==> src/undo_log_rollback_assert.svh <==
// undo_log_rollback_assert.svh: assertion macros shared by the ulr modules.
// Depends on a clock named clk and an active-low reset named rst_n in the including module.
`ifndef UNDO_LOG_ROLLBACK_ASSERT_SVH
`define UNDO_LOG_ROLLBACK_ASSERT_SVH

// Check a property on every rising clock edge outside reset.
`define ULR_ASSERT(label, prop, msg) \
    label: assert property (@(posedge clk) disable iff (!rst_n) prop) else $error(msg);

// Check that a condition never holds outside reset.
`define ULR_NEVER(label, expr, msg) \
    label: assert property (@(posedge clk) disable iff (!rst_n) !(expr)) else $error(msg);

`endif

==> src/ulr_pkg.sv <==
// ulr_pkg: types, command codes and defaults for the undo-log rollback block.
// No dependencies; imported by undo_log_rollback, ulr_ctrl and ulr_dpath.
package ulr_pkg;

    localparam int unsigned TXN_IDS_DEF     = 256;
    localparam int unsigned ITEM_COUNT_DEF  = 256;
    localparam int unsigned LOG_DEPTH_DEF   = 1024;
    localparam int unsigned VALUE_WIDTH_DEF = 32;

    localparam int unsigned CMD_W      = 3;
    localparam int unsigned ID_W       = 8;
    localparam int unsigned PORT_VAL_W = 32;
    localparam int unsigned PORT_CNT_W = 11;

    localparam logic [CMD_W-1:0] CMD_LOAD    = 3'd0;
    localparam logic [CMD_W-1:0] CMD_START   = 3'd1;
    localparam logic [CMD_W-1:0] CMD_COMMIT  = 3'd2;
    localparam logic [CMD_W-1:0] CMD_READ    = 3'd3;
    localparam logic [CMD_W-1:0] CMD_WRITE   = 3'd4;
    localparam logic [CMD_W-1:0] CMD_RECOVER = 3'd5;

    typedef enum logic [2:0] {
        ST_CLEAR,
        ST_IDLE,
        ST_EXEC,
        ST_REC_LOG,
        ST_REC_TXN,
        ST_REC_APPLY,
        ST_REC_CLEAR,
        ST_RESP
    } state_t;

    typedef struct packed {
        logic capture;
        logic item_wr_req;
        logic item_wr_undo;
        logic item_wr_clear;
        logic txn_wr_start;
        logic txn_wr_commit;
        logic txn_wr_clear;
        logic txn_rd_log;
        logic log_push;
        logic rec_begin;
        logic rec_step;
        logic rec_count;
        logic sweep_all;
        logic sweep_txn;
        logic out_load_now;
        logic out_load_pend;
        logic pend_load;
    } dp_cmd_t;

    typedef struct packed {
        logic [CMD_W-1:0] cmd;
        logic             log_full;
        logic             log_empty;
        logic             txn_known;
        logic             txn_active;
        logic             rec_last;
        logic             sweep_last_all;
        logic             sweep_last_txn;
        logic             out_free;
    } dp_stat_t;

    // Reduce an identifier modulo m by shift-and-subtract, one bit a step.
    function automatic logic [ID_W-1:0] fold_index(input logic [ID_W-1:0] x,
                                                   input int unsigned m);
        logic [31:0] r;
        r = 32'(x);
        for (int k = ID_W - 1; k >= 0; k--)
        begin
            if (r >= (32'(m) << k))
            begin
                r = r - (32'(m) << k);
            end
        end
        return r[ID_W-1:0];
    endfunction

endpackage

==> src/ulr_ctrl.sv <==
// ulr_ctrl: sequencer for the undo-log rollback block.
// Depends on ulr_pkg and undo_log_rollback_assert.svh; drives ulr_dpath by command struct.
`include "undo_log_rollback_assert.svh"

module ulr_ctrl (
    input  logic              clk,
    input  logic              rst_n,
    input  logic              in_valid,
    output logic              in_stall,
    input  ulr_pkg::dp_stat_t stat_i,
    output ulr_pkg::dp_cmd_t  cmd_o
);
    import ulr_pkg::*;

    state_t state_reg;
    state_t state_next;

    always_ff @(posedge clk or negedge rst_n)
    begin
        if (!rst_n)
        begin
            state_reg <= ST_CLEAR;
        end
        else
        begin
            state_reg <= state_next;
        end
    end

    always_comb
    begin
        state_next = state_reg;
        unique case (state_reg)
            ST_CLEAR:
            begin
                if (stat_i.sweep_last_all)
                begin
                    state_next = ST_IDLE;
                end
            end
            ST_IDLE:
            begin
                if (in_valid)
                begin
                    state_next = ST_EXEC;
                end
            end
            ST_EXEC:
            begin
                if (stat_i.cmd == CMD_RECOVER)
                begin
                    state_next = stat_i.log_empty ? ST_REC_CLEAR : ST_REC_LOG;
                end
                else
                begin
                    state_next = stat_i.out_free ? ST_IDLE : ST_RESP;
                end
            end
            ST_REC_LOG:   state_next = ST_REC_TXN;
            ST_REC_TXN:   state_next = ST_REC_APPLY;
            ST_REC_APPLY: state_next = stat_i.rec_last ? ST_REC_CLEAR : ST_REC_LOG;
            ST_REC_CLEAR:
            begin
                if (stat_i.sweep_last_txn)
                begin
                    state_next = stat_i.out_free ? ST_IDLE : ST_RESP;
                end
            end
            ST_RESP:
            begin
                if (stat_i.out_free)
                begin
                    state_next = ST_IDLE;
                end
            end
            default: state_next = ST_IDLE;
        endcase
    end

    always_comb
    begin
        cmd_o    = '0;
        in_stall = 1'b1;
        unique case (state_reg)
            ST_CLEAR:
            begin
                cmd_o.item_wr_clear = 1'b1;
                cmd_o.txn_wr_clear  = 1'b1;
                cmd_o.sweep_all     = 1'b1;
            end
            ST_IDLE:
            begin
                in_stall      = 1'b0;
                cmd_o.capture = in_valid;
            end
            ST_EXEC:
            begin
                unique case (stat_i.cmd)
                    CMD_LOAD:    cmd_o.item_wr_req   = 1'b1;
                    CMD_START:   cmd_o.txn_wr_start  = !stat_i.txn_known;
                    CMD_COMMIT:  cmd_o.txn_wr_commit = 1'b1;
                    CMD_WRITE:
                    begin
                        cmd_o.log_push    = !stat_i.log_full;
                        cmd_o.item_wr_req = !stat_i.log_full;
                    end
                    CMD_RECOVER: cmd_o.rec_begin     = 1'b1;
                    default:     cmd_o.rec_begin     = 1'b0;
                endcase
                if (stat_i.cmd != CMD_RECOVER)
                begin
                    cmd_o.out_load_now = stat_i.out_free;
                    cmd_o.pend_load    = !stat_i.out_free;
                end
            end
            ST_REC_LOG:   cmd_o.rec_step = 1'b0;
            ST_REC_TXN:   cmd_o.txn_rd_log = 1'b1;
            ST_REC_APPLY:
            begin
                cmd_o.item_wr_undo = stat_i.txn_active;
                cmd_o.rec_count    = stat_i.txn_active;
                cmd_o.rec_step     = 1'b1;
            end
            ST_REC_CLEAR:
            begin
                cmd_o.txn_wr_clear = 1'b1;
                cmd_o.sweep_txn    = 1'b1;
                if (stat_i.sweep_last_txn)
                begin
                    cmd_o.out_load_now = stat_i.out_free;
                    cmd_o.pend_load    = !stat_i.out_free;
                end
            end
            ST_RESP:      cmd_o.out_load_pend = stat_i.out_free;
            default:      in_stall = 1'b1;
        endcase
    end

    `ULR_ASSERT(a_item_wr_single, $onehot0({cmd_o.item_wr_req, cmd_o.item_wr_undo, cmd_o.item_wr_clear}), "two item store writers at once")
    `ULR_ASSERT(a_result_single, $onehot0({cmd_o.out_load_now, cmd_o.out_load_pend, cmd_o.pend_load}), "result loaded twice")
    `ULR_ASSERT(a_accept_to_exec, (!in_stall && in_valid) |=> (state_reg == ST_EXEC && in_stall), "accepted request not executed")

endmodule

==> config.mk <==
export PLATFORM = sky130hd
export DESIGN_NAME = ulr_ctrl
export DESIGN_NICKNAME = d
export VERILOG_FILES = /design/src/ulr_pkg.sv /design/src/ulr_ctrl.sv
export VERILOG_INCLUDE_DIRS = /design/src /design/src/src
export SDC_FILE = /design/constraint.sdc
export NUM_CORES = 1
export LEC_CHECK = 0
export ABC_AREA = 1
export ABC_CLOCK_PERIOD_IN_PS = 2800
export BUFFER_PORTS_ARGS = -buffer_cell sky130_fd_sc_hd__buf_4
export CORE_AREA = 4 4 41 43
export CTS_CLUSTER_SIZE = 12
export DETAILED_ROUTE_END_ITERATION = 8
export DIE_AREA = 0 0 45 47
export PLACE_DENSITY = 0.78
export SLEW_MARGIN = 10
export SYNTH_ARGS = -nofsm -noshare
export SYNTH_HDL_FRONTEND = slang
export SYNTH_SLANG_ARGS = --single-unit
==> constraint.sdc <==
create_clock -name clk -period 2.8 [get_ports clk]
set_clock_uncertainty 0.05 [all_clocks]
set_input_delay 0.42 -clock clk [delete_from_list [all_inputs] [get_ports clk]]
set_output_delay 0.42 -clock clk [all_outputs]
set_load 0.01 [all_outputs]
# Yosys cells after proc, flatten, opt, wreduce, memory -nomap -nowiden
# Index checks and enable logic that the tools add are counted.
# word_totals
regBits	3
inputBits	14
word_cells	56
# op_classes
n_eq_ne	16
n_mux	32
n_reduce_logical	7
# ops
operator	count
two-way mux 3 bit	8
one-hot mux 3 bit (8 select lines)	1
equality test 3 bit, second input constant	6
two-way mux 1 bit	18
equality test 3 x 2 -> 1 bit, second input constant	3
inequality test 2 bit, second input constant	4
equality test 3 x 1 -> 1 bit, second input constant	2
logical NOT 3 bit	2
one-hot mux 1 bit (2 select lines)	3
two-way mux 2 bit	2
AND reduction 4 bit	1
logical NOT 1 bit	3
inequality test 3 bit, second input constant	1
OR reduction 2 bit	1

# Longest topological paths before layout
# depth
word_depth	3
mapped_depth	8
mapped_depth_nobuf	8

# Worst setup path after synthesis
# OpenSTA, ideal clock, no wires.
# synth_timing
path_kind	flip-flop to output port
startpoint	reg state_reg[0]
endpoint	out cmd_o[11] (netlist bit)
arrival_ns	1.161
required_ns	2.330
setup_slack_ns	1.169
stages_incl_launch_ff	6
path_cell_list	dfrtp_1 inv_2 nand2_4 nor2_4 inv_1 nor4_1
# synth_rtl
element	line_no	rtl
start, declared	ulr_ctrl.sv:15	state_t state_reg;
start signal, assigned	ulr_ctrl.sv:26	state_reg <= state_next;
end, declared	ulr_ctrl.sv:11	output ulr_pkg::dp_cmd_t cmd_o

==> flow_summary.toml <==
[status]
run_status = "completed"

[floorplanning]
pin_count = 32
start_util_pct = 34.7
core_um2 = 1300
die_h_um = 47
placementRows = 13
die_area_um2 = 2120
die_x_um = 45

[detailed_routing]
detail-route-antenna-nets = 0
drt-wirelength-per-cell_um = 10.4
dr.pass1.iters = 4
vias = 547
routed_wl_um = 1240
avgViaCountPerCell = 4.60
drc = 0
drt-initial-drc-count = 3

[power_and_ir_drop]
powerDensity_nw_per_um2 = 835
leakage_nw = 0.405
ir_drop_mv = 0.406
total_power_uw = 589

[logic_synthesis]
synth-seq-area-share_pct = 16.6
avgSynthCellArea_um2 = 6.27
yosysWarnings = 0
synthMuxAreaShare_pct = 0
yosysUniqueCellTypes = 24
synth_cells = 72
synthXorXnorAreaFrac_pct = 0
synth_compound_area_share_pct = 10.8
yosys-top-cells-area = "dfrtp_1, nand2_1, inv_1"
synth_edf_count = 0
synth_area_um2 = 452
synth.ff_latch_count = 3
yosys_most_used_dff = "dfrtp_1"
synth_top_area_cell = "dfrtp_1"
synth_top_area_share_pct = 16.6
synth_top_family_by_area = "simple AND/OR/NAND/NOR gates"
syn_nets = 86
synthAdderAreaFrac_pct = 0
synthSimpleGateAreaFrac_pct = 55.1
async_flop_share_pct = 100

[placement]
place.gp.congestion = 0.752
dp_hpwl_um = 1040
port_buffers = 31

[clock_tree]
root_buffer = "clkbuf_4"
cts_resized = 0
ctsHoldBuffers = 1
htree_levels = 1
clkLatencyLatePin_ns = 0.24
cts_buffers = 3
cts_max_path_buffers = 2
path_clk_slew_ns = 0.04
cts_sinks = 3
cts_setup_buffers = 0
cts_tree = "yes"

[timing]
hold_viol = 0
fin_crit_ns = 1.96
finalSetupTns_ns = 0
rsz0062_at_grt = "false"
maxSlewHeadroom_pct = 76.0
fmax_ghz = 0.510
worstMarginPinSlew_ns = 0.360
finalCritPeriodShare_pct = 70.0
final_max_slew_viol_count = 0
holdWs_ns = 0.460
setup_viol = 0

[run]
maxCapViolCount = 0

[worst_setup_path]
crit_fanout = 6
worst_ep_required_time_ns = 2.33
path_class = "flip-flop to primary output"
start_kind = "flip-flop"
endpoint_kind = "primary output"
worstPathArrival_ns = 1.49

[grt]
grt-ovfl-total = 0
grt_pass1_wl_um = 1950
grt_max_degree = 10
antenna_found_initial = 0
grt_util_all_layers_pct = 12.7
grt_pass1_vias = 493

[finish]
area_delta_synth_final_pct = 56.2
n_antenna_cell = 0
drive_above_1_share_pct = 45.2
nets = 119
largest_register_ffs = 3
fillCellCount = 140

[worst_hold_path]
min_path_type = "primary input to async pin"
## cell type report
type                       count  area, µm²  area share, %
clock buffer                   4       26.3           3.72
inverter                      12       45.0           6.38
multi-input combinational     53        298           42.2
sequential                     3       75.1           10.6
tap                           15       18.8           2.66
timing repair buffer          32        243           34.4
## metal layers
layer,up-vias,wire (µm),GRT usage (%)
met5,-,0,0
met4,0,18,8.77
met3,2,114,2.30
met2,23,624,22.6
met1,230,477,13.5
li1,292,-,-
## cells in the final DEF (no fill, tap or decap), types with 2 or more instances in the layout
master    instances
buf_4            31
nand4_1           4
nor4_1            3
nor2_1            8
inv_2             2
nand3_1           4
clkbuf_4          3
dfrtp_1           3
a21oi_1           2
nand2_1          16
nand2_2           2
inv_1            10
nor2_4            3
## final timing paths
kind	from	end	slack (ns)	depth (start not counted)
setup / recovery	state_reg[0]	cmd_o[11]	0.84	6
setup reg to reg	state_reg[2]	state_reg[2]	1.48	7
hold reg to reg	state_reg[0]	state_reg[2]	0.79	6
max in group asynchronous	rst_n	state_reg[0]	2.14	2
hold / removal	rst_n	state_reg[1]	0.46	2
min in group clk	in_valid	state_reg[0]	0.50	3
## synth_stat cells, types with 2 or more instances
cell type	n
a21oi_1	2
buf_4	3
dfrtp_1	3
inv_1	10
inv_2	2
nand2_1	16
nand2_2	2
nand3_1	4
nand4_1	4
nor2_1	8
nor2_4	3
nor4_1	3
## report_power, final
part	switching [mW]	leakage [nW]	internal (mW)	total, mW
sequential	0.0517	0.0372	0.0644	0.116
combinational	0.214	0.353	0.180	0.394
clock	0.0259	0.0150	0.0536	0.0796
total	0.292	0.405	0.298	0.589
## cells by family after synthesis
family,after synthesis
buffers and inverters,16
DFF,3
AOI/OAI and AO/OA,7
and+or+nand+nor,46
## critical path, cell delays in order, from the launching register on
cell,delay (ns)
dfrtp_1,0.44
inv_2,0.15
nand2_4,0.08
nor2_4,0.14
inv_1,0.09
nor4_1,0.18
buf_4,0.17
## stage by stage
step / setup WS (ns) / area (µm²) / instances / utilization [%]
final: 0.841 / 706 / 119 / 54.2
after global routing: 0.683 / 706 / 119 / 54.2
after CTS: 0.821 / 706 / 119 / 54.2
after detailed placement: 1.09 / 669 / 114 / 51.4
after global placement: 1.09 / 669 / 114 / 51.4
after floorplan: 1.17 / 452 / 72 / -
(Power assumes the default switching activity.)
